==> config.mk <==
export PLATFORM = sky130hd
export DESIGN_NAME = sorted_table_insert_search_delete_top
export DESIGN_NICKNAME = d
export VERILOG_FILES = /design/src/hdl/sti_pkg.sv /design/src/hdl/sti_front.sv /design/src/hdl/sti_back.sv /design/src/hdl/sorted_table_insert_search_delete_top.sv
export SDC_FILE = /design/constraint.sdc
export NUM_CORES = 2
export LEC_CHECK = 0
export BUFFER_PORTS_ARGS = -buffer_cell sky130_fd_sc_hd__buf_2
export CAP_MARGIN = 10
export CORE_MARGIN = 3
export CORE_UTILIZATION = 60
export CTS_BUF_LIST = sky130_fd_sc_hd__clkbuf_4 sky130_fd_sc_hd__clkbuf_8
export CTS_CLUSTER_SIZE = 24
export DETAILED_ROUTE_END_ITERATION = 12
export GPL_TIMING_DRIVEN = 0
export PLACE_DENSITY = 0.76
export SYNTH_ARGS = -nofsm -noshare
export SYNTH_HDL_FRONTEND = slang
export SYNTH_MEMORY_MAX_BITS = 65536
export SYNTH_SLANG_ARGS = --single-unit
==> constraint.sdc <==
create_clock -name clk -period 12.8 [get_ports clk]
set_input_delay 0.64 -clock clk [delete_from_list [all_inputs] [get_ports clk]]
set_output_delay 0.64 -clock clk [all_outputs]
set_load 0.02 [all_outputs]
==> src/hdl/sti_pkg.sv <==
// sti_pkg: shared constants, types and opcode/status codes for the sorted table
// no dependencies
package sti_pkg;
	localparam int CAPACITY     = 64;
	localparam int KEY_BITS     = 32;
	localparam int PAYLOAD_BITS = 32;
	localparam int IDX_BITS     = $clog2(CAPACITY);
	localparam int CNT_BITS     = $clog2(CAPACITY + 1);
	localparam int QUEUE_DEPTH  = 2;

	localparam logic [1:0] OP_INSERT = 2'd0;
	localparam logic [1:0] OP_SEARCH = 2'd1;
	localparam logic [1:0] OP_DELETE = 2'd2;
	localparam logic [1:0] OP_UNUSED = 2'd3;

	localparam logic [1:0] ST_OK      = 2'd0;
	localparam logic [1:0] ST_DUP     = 2'd1;
	localparam logic [1:0] ST_FULL    = 2'd2;
	localparam logic [1:0] ST_MISSING = 2'd3;

	typedef enum logic [1:0] {
		CMD_INSERT,
		CMD_SEARCH,
		CMD_DELETE,
		CMD_NONE
	} cmd_t;

	// classified request handed from front to back
	typedef struct packed {
		cmd_t                    cmd;
		logic [KEY_BITS-1:0]     key;
		logic [PAYLOAD_BITS-1:0] payload;
	} req_t;
endpackage

==> src/hdl/sti_front.sv <==
// sti_front: accepts request beats, classifies the opcode, queues requests
// depends on sti_pkg
module sti_front import sti_pkg::*; (
	input  logic        clk,
	input  logic        arst_n,
	input  logic        in_valid,
	output logic        in_stall,
	input  logic [1:0]  opcode,
	input  logic [31:0] key,
	input  logic [31:0] payload_in,
	output logic        req_valid,
	input  logic        req_take,
	output req_t        req
);
	localparam int PTR_BITS = $clog2(QUEUE_DEPTH);

	req_t                queue_q [QUEUE_DEPTH];
	logic [PTR_BITS-1:0] wr_ptr_q, rd_ptr_q;
	logic [PTR_BITS:0]   level_q;
	logic                push, pop;
	req_t                incoming;

	// opcode decode
	always_comb begin
		incoming.key     = key[KEY_BITS-1:0];
		incoming.payload = payload_in[PAYLOAD_BITS-1:0];
		unique case (opcode)
			OP_INSERT: incoming.cmd = CMD_INSERT;
			OP_SEARCH: incoming.cmd = CMD_SEARCH;
			OP_DELETE: incoming.cmd = CMD_DELETE;
			default:   incoming.cmd = CMD_NONE;
		endcase
	end

	assign in_stall  = (level_q == (PTR_BITS+1)'(QUEUE_DEPTH));
	assign push      = in_valid && !in_stall;
	assign req_valid = (level_q != '0);
	assign pop       = req_valid && req_take;
	assign req       = queue_q[rd_ptr_q];

	// queue storage
	always_ff @(posedge clk) begin
		if (push) queue_q[wr_ptr_q] <= incoming;
	end

	// queue pointers
	always_ff @(posedge clk or negedge arst_n) begin
		if (!arst_n) begin
			wr_ptr_q <= '0;
			rd_ptr_q <= '0;
			level_q  <= '0;
		end else begin
			if (push) wr_ptr_q <= wr_ptr_q + 1'b1;
			if (pop)  rd_ptr_q <= rd_ptr_q + 1'b1;
			if (push && !pop)      level_q <= level_q + 1'b1;
			else if (pop && !push) level_q <= level_q - 1'b1;
		end
	end
endmodule

==> src/hdl/sti_back.sv <==
// sti_back: scans and shifts the sorted table entry by entry, takes a new request only when idle, and holds the result
// depends on sti_pkg
module sti_back import sti_pkg::*; (
	input  logic        clk,
	input  logic        arst_n,
	input  logic        req_valid,
	output logic        req_take,
	input  req_t        req,
	output logic        out_valid,
	input  logic        out_stall,
	output logic [1:0]  status,
	output logic [31:0] payload_out,
	output logic [6:0]  fill_count
);
	typedef enum logic [2:0] {
		S_IDLE, S_READ, S_CMP, S_UP_RD, S_UP_WR, S_DN_RD, S_DN_WR, S_DONE
	} state_t;

	logic [KEY_BITS-1:0]     key_mem [CAPACITY];
	logic [PAYLOAD_BITS-1:0] pay_mem [CAPACITY];

	state_t                  state_q;
	req_t                    req_q;
	logic [CNT_BITS-1:0]     count_q, pos_q, idx_q;
	logic [KEY_BITS-1:0]     rkey_q;
	logic [PAYLOAD_BITS-1:0] rpay_q;
	logic [1:0]              status_q;
	logic [PAYLOAD_BITS-1:0] pay_out_q;
	logic                    out_valid_q;

	// memory control
	logic                    we;
	logic [IDX_BITS-1:0]     waddr, raddr;
	logic [KEY_BITS-1:0]     wkey;
	logic [PAYLOAD_BITS-1:0] wpay;

	assign req_take    = (state_q == S_IDLE) && req_valid && !out_valid_q;
	assign out_valid   = out_valid_q;
	assign status      = status_q;
	assign payload_out = 32'(pay_out_q);
	assign fill_count  = 7'(count_q);

	// read address follows the walk index, one below it while reading for an upward shift
	always_comb begin
		raddr = idx_q[IDX_BITS-1:0];
		we    = 1'b0;
		waddr = idx_q[IDX_BITS-1:0];
		wkey  = rkey_q;
		wpay  = rpay_q;
		unique case (state_q)
			S_UP_RD: begin
				raddr = IDX_BITS'(idx_q - 1'b1);
			end
			S_UP_WR: begin
				we = 1'b1;
				if (idx_q == pos_q) begin
					wkey = req_q.key;
					wpay = req_q.payload;
				end
			end
			S_DN_WR: begin
				we    = 1'b1;
				waddr = IDX_BITS'(idx_q - 1'b1);
			end
			default: ;
		endcase
	end

	// table storage, registered read
	always_ff @(posedge clk) begin
		if (we) begin
			key_mem[waddr] <= wkey;
			pay_mem[waddr] <= wpay;
		end
		rkey_q <= key_mem[raddr];
		rpay_q <= pay_mem[raddr];
	end

	// sequencer
	always_ff @(posedge clk or negedge arst_n) begin
		if (!arst_n) begin
			state_q     <= S_IDLE;
			count_q     <= '0;
			pos_q       <= '0;
			idx_q       <= '0;
			status_q    <= ST_OK;
			pay_out_q   <= '0;
			out_valid_q <= 1'b0;
			req_q       <= '0;
		end else begin
			if (out_valid_q && !out_stall) out_valid_q <= 1'b0;
			unique case (state_q)
				S_IDLE: begin
					if (req_take) begin
						req_q   <= req;
						idx_q   <= '0;
						state_q <= S_READ;
					end
				end
				S_READ: begin
					// wait for the registered read of entry idx_q
					state_q <= S_CMP;
				end
				S_CMP: begin
					if (idx_q < count_q && rkey_q < req_q.key) begin
						idx_q   <= idx_q + 1'b1;
						state_q <= S_READ;
					end else begin
						logic hit;
						hit = (idx_q < count_q) && (rkey_q == req_q.key);
						pos_q     <= idx_q;
						pay_out_q <= '0;
						status_q  <= ST_MISSING;
						state_q   <= S_DONE;
						case (req_q.cmd)
							CMD_INSERT: begin
								if (count_q == CNT_BITS'(CAPACITY)) status_q <= ST_FULL;
								else if (hit) status_q <= ST_DUP;
								else begin
									status_q <= ST_OK;
									idx_q    <= count_q;
									state_q  <= S_UP_RD;
								end
							end
							CMD_SEARCH: begin
								if (hit) begin
									status_q  <= ST_OK;
									pay_out_q <= rpay_q;
								end
							end
							CMD_DELETE: begin
								if (hit) begin
									status_q  <= ST_OK;
									pay_out_q <= rpay_q;
									idx_q     <= idx_q + 1'b1;
									state_q   <= S_DN_RD;
								end
							end
							default: ;
						endcase
					end
				end
				S_UP_RD: begin
					// read entry idx_q-1 to move into idx_q
					state_q <= S_UP_WR;
				end
				S_UP_WR: begin
					if (idx_q == pos_q) begin
						count_q <= count_q + 1'b1;
						state_q <= S_DONE;
					end else begin
						idx_q   <= idx_q - 1'b1;
						state_q <= S_UP_RD;
					end
				end
				S_DN_RD: begin
					if (idx_q >= count_q) begin
						count_q <= count_q - 1'b1;
						state_q <= S_DONE;
					end else state_q <= S_DN_WR;
				end
				S_DN_WR: begin
					idx_q   <= idx_q + 1'b1;
					state_q <= S_DN_RD;
				end
				S_DONE: begin
					if (!out_valid_q || !out_stall) begin
						out_valid_q <= 1'b1;
						state_q     <= S_IDLE;
					end
				end
				default: state_q <= S_IDLE;
			endcase
		end
	end
endmodule

==> src/hdl/sorted_table_insert_search_delete_top.sv <==
// channel   | valid     | stall     | beat fields
// request   | in_valid  | in_stall  | opcode, key, payload_in
// response  | out_valid | out_stall | status, payload_out, fill_count
// each request walks the table up to its search position; an insert or
// delete then shifts the later entries by one place, entry by entry, and
// an insert writes the new entry into its place. reset clears the count
// and handshakes, not the table.
// a two-deep queue lets requests be taken while the back part works.
// depends on sti_pkg, sti_front, sti_back
module sorted_table_insert_search_delete_top import sti_pkg::*; (
	input  logic        clk,
	input  logic        arst_n,
	input  logic        in_valid,
	output logic        in_stall,
	input  logic [1:0]  opcode,
	input  logic [31:0] key,
	input  logic [31:0] payload_in,
	output logic        out_valid,
	input  logic        out_stall,
	output logic [1:0]  status,
	output logic [31:0] payload_out,
	output logic [6:0]  fill_count
);
	logic req_valid, req_take;
	req_t req;

	sti_front u_front (
		.clk, .arst_n, .in_valid, .in_stall, .opcode, .key, .payload_in,
		.req_valid, .req_take, .req
	);

	sti_back u_back (
		.clk, .arst_n, .req_valid, .req_take, .req,
		.out_valid, .out_stall, .status, .payload_out, .fill_count
	);

	// count never exceeds capacity
	a_fill_range: assert property (@(posedge clk) disable iff (!arst_n)
		fill_count <= 7'(CAPACITY)) else $error("fill count over capacity");

	// a failed request returns zero payload
	a_miss_zero: assert property (@(posedge clk) disable iff (!arst_n)
		out_valid && status != ST_OK |-> payload_out == '0)
		else $error("payload on failed request");

	// held response status and fill count stay stable while stalled
	a_hold: assert property (@(posedge clk) disable iff (!arst_n)
		out_valid && out_stall |=> out_valid && $stable(status) && $stable(fill_count))
		else $error("response changed under stall");
endmodule
## Word-level counts from Yosys, hierarchy flattened

Memories as Yosys holds them, arrays and structs flattened. A register that Yosys moved wholly into a read port is not among the register bits.
Index checks and enable logic that the tools add are counted.

| word-level totals | value |
|---|---|
| register bits after elaboration | 63 |
| bits of input ports | 70 |
| memories kept | 3 |
| word-level logic and storage cells | 123 |
| memory bits (writable) | 4,228 |
| output and inout port bits | 43 |

| operators by class | value |
|---|---|
| eq/ne operators | 24 |
| $lt $le $gt $ge | 3 |
| reductions and logical operators | 30 |
| bitwise logic cells | 1 |
| add/sub/neg operators | 8 |
| multiplexer cells | 44 |

Memories:

| memory | depth | width | rd ports | clocked after Yosys merged registers in | write ports | line | text |
|---|---|---|---|---|---|---|---|
| u_back.key_mem | 64 | 32 | 1 | 1 | 1 | sti_back.sv:19 | `logic [KEY_BITS-1:0] key_mem [CAPACITY];` |
| u_back.pay_mem | 64 | 32 | 1 | 1 | 1 | sti_back.sv:20 | `logic [PAYLOAD_BITS-1:0] pay_mem [CAPACITY];` |
| u_front.queue_q | 2 | 66 | 1 | 1 | 1 | sti_front.sv:17 | `req_t queue_q [QUEUE_DEPTH];` |

Operators with widths:

| kind | number |
|---|---|
| $mux W32 | 6 |
| $mux W7 | 8 |
| $eq A32 B32 Y1 | 1 |
| $lt A32 B32 Y1 | 1 |
| $pmux W7 S2 | 2 |
| $pmux W7 S4 | 1 |
| $pmux W3 S8 | 1 |
| $mux W3 | 6 |
| $add A7 B1 Y7 const B | 2 |
| $sub A7 B1 Y7 const B | 2 |
| $eq A3 B3 Y1 const B | 4 |
| $mux W6 | 2 |
| $mux W1 | 10 |
| $mux W2 | 5 |
| $logic_and A1 B1 Y1 | 9 |
| $ne A4 B2 Y1 const B | 2 |
| $ne A4 B3 Y1 const B | 2 |
| $eq A7 B7 Y1 | 1 |
| $eq A7 B7 Y1 const B | 1 |
| $ge A7 B7 Y1 | 1 |
| $lt A7 B7 Y1 | 1 |
| $reduce_and A7 Y1 | 1 |
| $eq A2 B2 Y1 const B | 3 |
| $eq A3 B2 Y1 const B | 2 |
| 20 further kinds | 36 |

## Logic depth before layout (Yosys ltp)

| logic depth | value |
|---|---|
| depth after elaboration | 7 |
| gate-level depth with buffers | 13 |
| gate-level depth less buffers | 11 |

## Hierarchy

From an unflattened synthesis, not the netlist that was laid out.

| unflattened totals | value |
|---|---|
| cells, all modules | 8,636 |
| area total of the unflattened synthesis | 172,073.8 sq um |

By module, submodules not included:

| module | cells an instance | seq. area each (sq um) | times used | area each (sq um) |
|---|---|---|---|---|
| sti_back | 8,410 | 127,407.2 | 1 | 166,992.7 |
| sti_front | 226 | 4,063.9 | 1 | 5,081.1 |

## Worst setup path before layout

No wires, ideal clock.

| path | value |
|---|---|
| kind | register to register |
| from | register u_back.idx_q[1] |
| to | memory u_back.key_mem[0][0], enable pin |
| clock period less this slack | 5.145 ns |
| stages on the path, launching flop included | 11 |
| buffers on the path | 2 |
| library setup time | 0.486 ns |
| setup slack | 7.655 ns |
| data arrival time | 4.659 ns |
| data required time | 12.314 ns |
| cells stage by stage | dfrtp_1 -> clkbuf_1 -> inv_1 -> ha_1 -> nor2b_1 -> o21ai_0 -> mux2i_1 -> o22a_1 -> or2_2 -> clkbuf_1 -> nor2_1 |

| between the ends | value |
|---|---|
| cells in the longest elaborated chain, start to end | 2 |

Ends and longest elaborated chain:

| element | line | text |
|---|---|---|
| from (decl) | sti_back.sv:24 | `logic [CNT_BITS-1:0] count_q, pos_q, idx_q;` |
| from (signal assigned) | sti_back.sv:106 | `idx_q <= idx_q + 1'b1;` |
| from (signal assigned) | sti_back.sv:121 | `idx_q <= count_q;` |
| from (signal assigned) | sti_back.sv:135 | `idx_q <= idx_q + 1'b1;` |
| $sub A7 B1 Y7 | sti_back.sv:63 | `waddr = IDX_BITS'(idx_q - 1'b1);` |
| $mux W6 * | sti_back.sv:50 | `unique case (state_q)` |
| to (decl) | sti_back.sv:19 |  |

Mark *: on every way between the ends. The rest lies on a longest branch, timed or not.

## Worst setup path after layout

| path | value |
|---|---|
| from | register u_back.idx_q[1] |
| to | register u_back.rpay_q[27], read port of u_back.pay_mem |

| between the ends | value |
|---|---|
| cells in the longest elaborated chain, start to end | 2 |

Ends and longest elaborated chain:

| element | line | text |
|---|---|---|
| $sub A7 B1 Y7 | sti_back.sv:52 | `raddr = IDX_BITS'(idx_q - 1'b1);` |
| $mux W6 * | sti_back.sv:50 |  |
| to (decl) | sti_back.sv:26 | `logic [PAYLOAD_BITS-1:0] rpay_q;` |

Marked as above.
A chain may end at the register's enable or synchronous reset.

==> key figures <==
Timing
  – Setup TNS: 0 ns
  – Worst slew pin tran: 1.412 ns
  – RSZ-0062 raised after global routing: no
  – Setup Skew: 0.1124 ns
  – Fin crit period: 6.972 ns
  – WHS: 0.09177 ns
  – FMAX: 143.4 MHz
  – Tcrit/Tclk final: 54.47%
  – Final setup vio count: 0
  – Final count of hold timing violations: 0
  – Final WS setup: 5.828 ns
  – Rel. slew slack: 5.851%
  – Slew Viols, Final: 0

Run
  – Max-cap violations: 0

Clock network
  – Post-CTS sizing: 0
  – TritonCTS buffer count: 660
  – Root buffer cell: clkbuf_8
  – Max clock buf depth: 4
  – H-tree level count: 6
  – Sink Count: 4421
  – Clk slew on worst S/H paths: 0.07 ns
  – CTS tree: done
  – Latest clock arrival within the worst-skew pair: 1.13 ns

Floorplanning
  – Initial core utilization: 60.49%
  – Die Area: 288800 sq um
  – Die X: 537.4 um
  – Placement row count: 194
  – Die Y: 537.4 um
  – Top Ports: 113
  – Core area: 280100 sq um

Critical path
  – Worst R2R Path Depth: 13
  – Arrival time at the worst endpoint: 7.84 ns
  – Worst path bufs/invs: 6
  – Crit path max-delay cell type: o21ai_2
  – Worst r2r src: u_back.idx_q[1]$_DFFE_PN0P_
  – Crit-path cells: clkbuf_1 -> inv_1 -> ha_1 -> clkbuf_1 -> o21ai_2 -> buf_2 -> clkbuf_2 -> clkbuf_1 -> mux4_2 -> nand2_1 -> nand2_1 -> o22ai_1 -> nor4_1
  – CP Launch Type: flip-flop
  – Critical path type: reg2reg
  – Critical path depth: 13
  – Crit Path Max Fanout: 11
  – Setup crit end kind: flip-flop
  – Reg-to-Reg End: u_back.rpay_q[27]$_DFF_P_
  – Delay-heaviest family, CP: buffers and inverters
  – Critical Path Max Stage Delay: 1.03 ns
  – CP Data Required Time: 13.67 ns
  – Reg-to-reg slack, setup: 5.83 ns
  – Top cell by count, worst path: clkbuf_1

Logic synthesis
  – Mapped Nets: 8272
  – Synth async-reset ratio: 2.918%
  – Commonest register cell after synthesis: edfxtp_1
  – Yosys warns: 0
  – Register bit count reported by yosys: 4421
  – Post-synthesis area per instance: 20.79 sq um
  – Number of synthesized flops with an enable pin: 4228
  – Mapped Cells: 8150
  – Synthesized cell area: 169400 sq um
  – Seq/Total Area, Yosys: 77.59%
  – Distinct cells, synth: 55

Routing
  – Routed len/inst: 38.90 um
  – # DRC: 0
  – Final ANT Viol Nets: 0
  – Final WL: 526500 um
  – DR vias: 94430
  – Vias/cell: 6.978
  – DRT iter0 DRCs: 16950
  – DR pass1 iterations: 9

Outcome
  – Status: complete, no violations

Power
  – Pwr Total: 50240 uW
  – Power density cells: 258.4 nW/um^2
  – Peak supply drop: 0.2655 mV
  – P_leak: 0.06306 uW

Global routing
  – First-pass GRT wire length: 720000 um
  – Vias in the first global route: 92910
  – Largest net degree at the start of global routing: 97
  – Gr usage total: 36.51%
  – Initial antenna violation count: 35
  – Total grt overflow: 0

Worst hold path
  – Hold Crit Class: in2async

Layout
  – Commonest non-fill, non-tap cell in the layout: edfxtp_1
  – Seq. cell area: 131500 sq um
  – Layout Utilization: 69.41%
  – Layout cells sized above 1: 28.25%
  – Multi-input gate area: 36340 sq um
  – # nets final: 9384
  – Most frequent cells in the layout: edfxtp_1, mux4_2, clkbuf_8
  – Fill cells: 16170
  – Synth-to-Final Area Change: 14.75%

Place
  – Port bufs: 110
  – Placer Congestion: 0.9023
  – Setup WS pre-CTS: 5.878 ns
  – Post-DP HPWL: 351600 um
[through the flow]
stage,cells,area [sq um]
2_1_floorplan,8150,169400
3_3_place_gp,11980,174600
3_5_place_dp,12220,180100
4_1_cts,13480,193700
5_1_grt,13510,194400
6_report,13530,194400
[synth_stat cells (10+ instances only)]
library cell | n | area (sq um)
edfxtp_1 | 4228 | 127000
mux4_2 | 1024 | 23060
nor2_1 | 604 | 2267
nand2_1 | 580 | 2177
mux2i_1 | 289 | 2893
o22ai_1 | 263 | 1645
clkbuf_1 | 204 | 765.7
dfrtp_1 | 129 | 3228
a21oi_1 | 99 | 495.5
buf_2 | 92 | 460.4
buf_4 | 71 | 533.0
mux2_2 | 70 | 788.3
dfxtp_1 | 64 | 1281
inv_1 | 56 | 210.2
o21ai_0 | 55 | 275.3
buf_1 | 53 | 198.9
ha_1 | 51 | 638.1
nor4_1 | 41 | 256.5
or4_1 | 27 | 202.7
xnor2_1 | 19 | 166.4
nor3_1 | 16 | 80.08
nand3_1 | 14 | 70.07
xor2_1 | 14 | 122.6
nand2b_1 | 12 | 75.07
nand4_1 | 10 | 62.56
[cell families after synthesis]
logic type,Yosys count,synth area share [%]
compound gates,459,1.615
mux,1383,15.78
simple gates,1322,3.140
buf+inv,479,1.291
xor+xnor,34,0.1868
flops,4421,77.59
fa+ha+maj,52,0.3884
[flip-flops by register name (all words and copies together) (netlist names), 3 cells and up]
signal and count:
u_back.fill_count 7, u_front.queue_q 132, u_back.rkey_q 32, u_back.idx_q 7
u_back.state_q 3, u_back.payload_out 32, u_back.rpay_q 32, u_back.pos_q 7
u_back.key_mem 2048, u_back.pay_mem 2048, u_back.req_q 66
[report_power, final]
| part | total, uW | switching (uW) | internal [uW] |
|---|---|---|---|
| Clock | 11400 | 5440 | 5930 |
| Sequential | 19700 | 604 | 19100 |
| Combinational | 19200 | 12500 | 6680 |
[worst max path at each step]
stage	startpoint	to	slack, ns
2_1_floorplan	u_back.idx_q[1]$_DFFE_PN0P_	u_back.key_mem[0][0]$_DFFE_PP_	7.65
3_3_place_gp	u_back.idx_q[1]$_DFFE_PN0P_	u_back.pay_mem[44][5]$_DFFE_PP_	2.04
3_5_place_dp	u_back.idx_q[1]$_DFFE_PN0P_	u_back.rpay_q[2]$_DFF_P_	5.88
4_1_cts	u_back.idx_q[1]$_DFFE_PN0P_	u_back.rpay_q[2]$_DFF_P_	5.85
5_1_grt	u_back.idx_q[1]$_DFFE_PN0P_	u_back.rpay_q[2]$_DFF_P_	6.02
6_report	u_back.idx_q[1]$_DFFE_PN0P_	u_back.rpay_q[27]$_DFF_P_	5.83
[routing by layer]
metal	global-route usage [%]	part of all wire [%]
met1	45.88	31
met2	54.75	46
met3	11.89	15
met4	24.91	8.5
met5	0	0.032
[cell type report]
type | instances | area share, %
repair buffers | 450 | 3.525
diodes | 22 | 0.02831
clock buffers | 945 | 5.927
well taps | 3724 | 2.396
clock inverters | 242 | 0.6860
multi-input cells | 3250 | 18.69
plain buffers | 421 | 1.016
inverters | 58 | 0.1120
flip-flops and latches | 4421 | 67.62
[what timing repair did]
action	4_1_cts	5_1_grt
setup buffers	0	0
hold buffers	69	0
hold endpoints to repair	265	0
[worst register-to-register path: cells and delay by family, from the launching register on]
kind	cells	cell delay (ns)
compound gates	2	1.25
simple gates	3	1.12
buf+inv	6	3.26
fa+ha+maj	1	0.32
flops	1	0.41
mux	1	0.40
Note: power is estimated with default switching activity, not from simulation.
